**config.mk**
```make
export PLATFORM = sky130hd
export DESIGN_NAME = pds_error_stage
export DESIGN_NICKNAME = d
export VERILOG_FILES = /design/src/pds_pkg.sv /design/src/pds_error_stage.sv
export SDC_FILE = /design/constraint.sdc
export NUM_CORES = 1
export LEC_CHECK = 0
export BUFFER_PORTS_ARGS = -buffer_cell sky130_fd_sc_hd__buf_4
export CAP_MARGIN = 20
export CORE_MARGIN = 8
export CORE_UTILIZATION = 25
export DETAILED_ROUTE_END_ITERATION = 10
export PLACE_DENSITY = 0.49
export SYNTH_ARGS = -nofsm -noshare
export SYNTH_HDL_FRONTEND = slang
export SYNTH_SLANG_ARGS = --single-unit
```
**constraint.sdc**
```tcl
create_clock -name vclk -period 20.3
set_input_delay 3.045 -clock vclk [all_inputs]
set_output_delay 3.045 -clock vclk [all_outputs]
set_load 0.02 [all_outputs]
```
**src/pds_pkg.sv**
```systemverilog
// shared widths, codes and helpers for the differential steering pid core
// no dependencies
`timescale 1ns / 1ps
`default_nettype none

package pds_pkg;

  localparam int SAMPLE_W    = 16;
  localparam int GAIN_W      = 16;
  localparam int GAIN_FRAC   = 12;
  localparam int SUM_W       = 24;
  localparam int LIMIT_W     = 23;
  localparam int BASE_W      = 15;
  localparam int CFG_W       = 23;
  localparam int CFG_IDX_W   = 3;
  localparam int DERIV_W     = SAMPLE_W + 1;
  localparam int PROD_P_W    = GAIN_W + 1 + SAMPLE_W;
  localparam int PROD_I_W    = GAIN_W + 1 + SUM_W;
  localparam int PROD_D_W    = GAIN_W + 1 + DERIV_W;
  localparam int ACC_W       = PROD_I_W + 2;
  localparam int SHIFTED_W   = ACC_W - GAIN_FRAC;

  typedef enum logic [1:0] {
    MODE_RIGHT    = 2'd0,
    MODE_LEFT     = 2'd1,
    MODE_STRAIGHT = 2'd2,
    MODE_NO_WALL  = 2'd3
  } mode_t;

  typedef enum logic [CFG_IDX_W-1:0] {
    REG_GAIN_P       = 3'd0,
    REG_GAIN_I       = 3'd1,
    REG_GAIN_D       = 3'd2,
    REG_SUM_LIMIT    = 3'd3,
    REG_CRUISE_SPEED = 3'd4
  } reg_idx_t;

  // error stage result handed to the multiply stage
  typedef struct packed {
    logic                       search;
    logic signed [SAMPLE_W-1:0] err;
    logic signed [SUM_W-1:0]    sum;
    logic signed [DERIV_W-1:0]  deriv;
  } err_stage_t;

  // saturate a sum that grew by one bit back to the sample range
  function automatic logic signed [SAMPLE_W-1:0] sat_sample(
    input logic signed [SAMPLE_W:0] v
  );
    logic signed [SAMPLE_W-1:0] r;
    if (v[SAMPLE_W] != v[SAMPLE_W-1]) begin
      r = {v[SAMPLE_W], {(SAMPLE_W-1){~v[SAMPLE_W]}}};
    end else begin
      r = v[SAMPLE_W-1:0];
    end
    return r;
  endfunction

endpackage

`default_nettype wire

```
**src/pds_error_stage.sv**
```systemverilog
// error forming and clamped integral update for one command
// depends on pds_pkg
`timescale 1ns / 1ps
`default_nettype none

module pds_error_stage (
  input  wire logic [1:0]                          mode,
  input  wire logic signed [pds_pkg::SAMPLE_W-1:0] deviation,
  input  wire logic signed [pds_pkg::SUM_W-1:0]    error_sum,
  input  wire logic signed [pds_pkg::SAMPLE_W-1:0] last_error,
  input  wire logic [pds_pkg::LIMIT_W-1:0]         sum_limit,
  output pds_pkg::err_stage_t                      res
);

  localparam int SW = pds_pkg::SAMPLE_W;
  localparam int UW = pds_pkg::SUM_W;

  logic signed [SW-1:0] err;
  logic signed [UW:0]   sum_wide;
  logic signed [UW:0]   lim_pos;
  logic signed [UW:0]   lim_neg;
  logic signed [UW:0]   sum_clamped;

  always_comb begin
    unique case (mode)
      pds_pkg::MODE_RIGHT: err = deviation;
      pds_pkg::MODE_LEFT: begin
        // negating the most negative value saturates
        if (deviation == {1'b1, {(SW-1){1'b0}}}) begin
          err = {1'b0, {(SW-1){1'b1}}};
        end else begin
          err = -deviation;
        end
      end
      default: err = '0;
    endcase
  end

  always_comb begin
    sum_wide = {error_sum[UW-1], error_sum} + {{(UW+1-SW){err[SW-1]}}, err};
    lim_pos  = {{(UW+1-pds_pkg::LIMIT_W){1'b0}}, sum_limit};
    lim_neg  = -lim_pos;
    if (err == '0) begin
      sum_clamped = '0;
    end else if (sum_wide > lim_pos) begin
      sum_clamped = lim_pos;
    end else if (sum_wide < lim_neg) begin
      sum_clamped = lim_neg;
    end else begin
      sum_clamped = sum_wide;
    end
  end

  always_comb begin
    if (mode == pds_pkg::MODE_NO_WALL) begin
      res.search = 1'b1;
      res.err    = '0;
      res.sum    = '0;
      res.deriv  = '0;
    end else begin
      res.search = 1'b0;
      res.err    = err;
      res.sum    = sum_clamped[UW-1:0];
      res.deriv  = {err[SW-1], err} - {last_error[SW-1], last_error};
    end
  end

endmodule

`default_nettype wire

```
==> metrics.md <==
| Metric | Value |
|---|---|
| Beginning of the critical path | `deviation[3]` |
| Syn-to-layout area delta | `22.3%` |
| Hpwl dp | `18.4 mm` |
| PortBufs | `around 140` |
| CP required | `17260 ps` |
| Antenna violations before repair | `0` |
| Final Hold Violating Endpoints | `0` |
| Unrepaired setup endpoints after global routing | `false` |
| Via count | `around 6300` |
| Worst setup EP type | `output port` |
| Tcrit/Tclk final | `0.672` |
| GP Congestion | `0.862` |
| Worst hold path type | `primary input to output port` |
| DRT antenna net count | `0` |
| Endpoints failing setup | `0` |
| Mapped Nets | `960` |
| Tmin final | `13650 ps` |
| Core footprint | `around 22000 sq um` |
| Run status | `finished, final reports clean` |
| Synth Instances | `around 790` |
| Global route total overflow | `0` |
| First-pass GRT wire length | `~35 mm` |
| Post-Syn Area | `between 5000 and 6000 sq um` |
| FF+latch area | `0 sq um` |
| Maximum vdd ir drop | `between 0.015 and 0.02 mV` |
| Worst Max-Slew Pin Slew | `1030 ps` |
| Max Cap Viol | `0` |
| CP startpoint kind | `primary input` |
| Die Y | `166 microns` |
| Post-DR wirelength/cell | `~18 microns` |
| Endpoint of the worst hold-timing path | `res[54]` |
| Ys Warns | `0` |
| Top-area cell type share of the netlist area | `0.187` |
| Leakage | `between 3 and 4 nW` |
| Maximum clock frequency | `around 0.073 GHz` |
| Worst Hold Launch | `deviation[13]` |
| 1st-iter DRT viols | `458` |
| Drt total wl | `roughly 22 mm` |
| Setup CP Type | `primary input to output port` |
| Post-CTS sizing | `0` |
| Max-slew headroom | `0.313` |
| DIE WIDTH | `166 microns` |
| Drt drc | `0` |
| Total track usage | `0.148` |
| Critical Path AT | `10600 ps` |
| Clock buf count | `0` |
| Synth area leaders | `ha_1 19%, a21oi_1 5.4%, xnor2_1 5.3%, nor2_1 4.8%, inv_1 4.1%` |
| Cell with the most instances after synthesis | `ha_1` |
| Seq cells | `0` |
| Mapped Avg Cell Area | `7.07 sq um` |
| Sequential fraction of the synthesis area | `0` |
| NumNets Final | `approximately 1100` |
| Vias in the first global route | `~6400` |
| Die area | `27500 sq um` |
| Crit-path slowest cell | `a211oi_1` |
| Max Transition Viols Final | `0` |
| Cts hold-fix bufs | `0` |
| Post-CTS Setup Bufs | `0` |
| # diodes | `0` |
| Unique masters post-synth | `95` |
| Pwr Density | `50.9 nW/um^2` |
| Util after Layout | `0.313` |
| Cell taking the most area after synthesis | `ha_1` |
| Fin Setup TNS | `0 ps` |
| Worst-path fanout max | `17` |
| Largest net degree at the start of global routing | `37` |
| Row cnt | `54` |
| Post-synth top cells | `84 x ha_1, 72 x nor2_1, 61 x inv_1, 60 x a21oi_1, 57 x nand2_1` |
| Min-Delay Path Depth | `3` |
| Slowest Stage Delay on Critical Path | `around 650 ps` |
| Starting Density | `0.256` |
| DRT Pass-1 Iters | `5` |
| Share of layout cells above drive strength 1 | `0.222` |
| Via density | `about 5.3` |
| Num ports | `139` |
-- report_power, final --
group          switching [mW]  internal, mW
sequential                  0             0
clock                       0             0
combinational           0.208         0.141
-- worst max-delay path: cells and delay by family --
family	cells	cell delay (ps)
compound gates	12	3200
fa+ha+maj	2	720
buf+inv	3	680
xor+xnor	1	360
simple gates	9	2570
-- worst max-delay path by stage --
stage | depth (start not counted) | endpoint | slack, ps
6_report | 27 | res[23] | 6650
2_1_floorplan | 27 | res[40] | 8350
3_5_place_dp | 28 | res[26] | 6800
4_1_cts | 28 | res[26] | 6790
3_3_place_gp | 27 | res[26] | 6810
5_1_grt | 27 | res[26] | 6120
-- placed cells by master, fill, tap and decap left out, types with 12 or more instances in the layout --
| cell type | netlist | routed |
|---|---|---|
| o21a_1 | 17 | 17 |
| ha_1 | 84 | 84 |
| a211oi_1 | 14 | 14 |
| nand3_1 | 17 | 17 |
| nand2_1 | 57 | 57 |
| a311oi_1 | 13 | 12 |
| a21o_1 | 17 | 17 |
| xnor2_1 | 34 | 34 |
| o21ai_0 | 32 | 32 |
| a21oi_1 | 60 | 60 |
| nor2_1 | 72 | 72 |
| o211ai_1 | 17 | 17 |
| a31oi_1 | 13 | 13 |
| buf_4 | 4 | 143 |
| nor2b_1 | 12 | 12 |
| nor3_1 | 31 | 31 |
| inv_1 | 61 | 61 |
| or3_1 | 15 | 15 |
-- cell type report --
cell class                 count  area, sq um
timing repair buffer         143         1070
multi-input combinational    695         5180
inverter                      64          248
tap                          280          350
fill                        2481        15000
-- logic make-up (layout without fill, tap and decap cells) --
| kind of cell | after synthesis | in the layout | share of synthesized area |
|---|---|---|---|
| AO/OA/AOI/OAI | 243 | 243 | 0.321 |
| XOR/XNOR | 46 | 46 | 0.0732 |
| adder cells (fa/ha/maj) | 92 | 92 | 0.206 |
| buffers and inverters | 98 | 207 | 0.0763 |
| multiplexers | 7 | 7 | 0.0150 |
| AND/OR/NAND/NOR | 307 | 307 | 0.309 |
-- routing by layer --
layer | global-route usage | up-vias | wire length [microns]
li1 | - | 3195 | -
met1 | 0.201 | 2863 | 10400
met2 | 0.248 | 218 | 9640
met3 | 0.0218 | 16 | 1310
met4 | 0.0192 | 0 | 265
met5 | 0 | - | 0
-- through the flow --
step	hold slack (ps)	cell area (sq um)	std cells	power [mW]	worst slack, ps
2_1_floorplan	6250	5610	793	0.234	8350
3_3_place_gp	6430	6860	1182	0.350	6810
3_5_place_dp	6420	6860	1182	0.349	6800
4_1_cts	6430	6860	1182	0.350	6790
5_1_grt	6450	6860	1182	0.383	6120
6_report	6430	6860	1182	0.349	6650
Note: power is estimated with default switching activity, not from simulation.
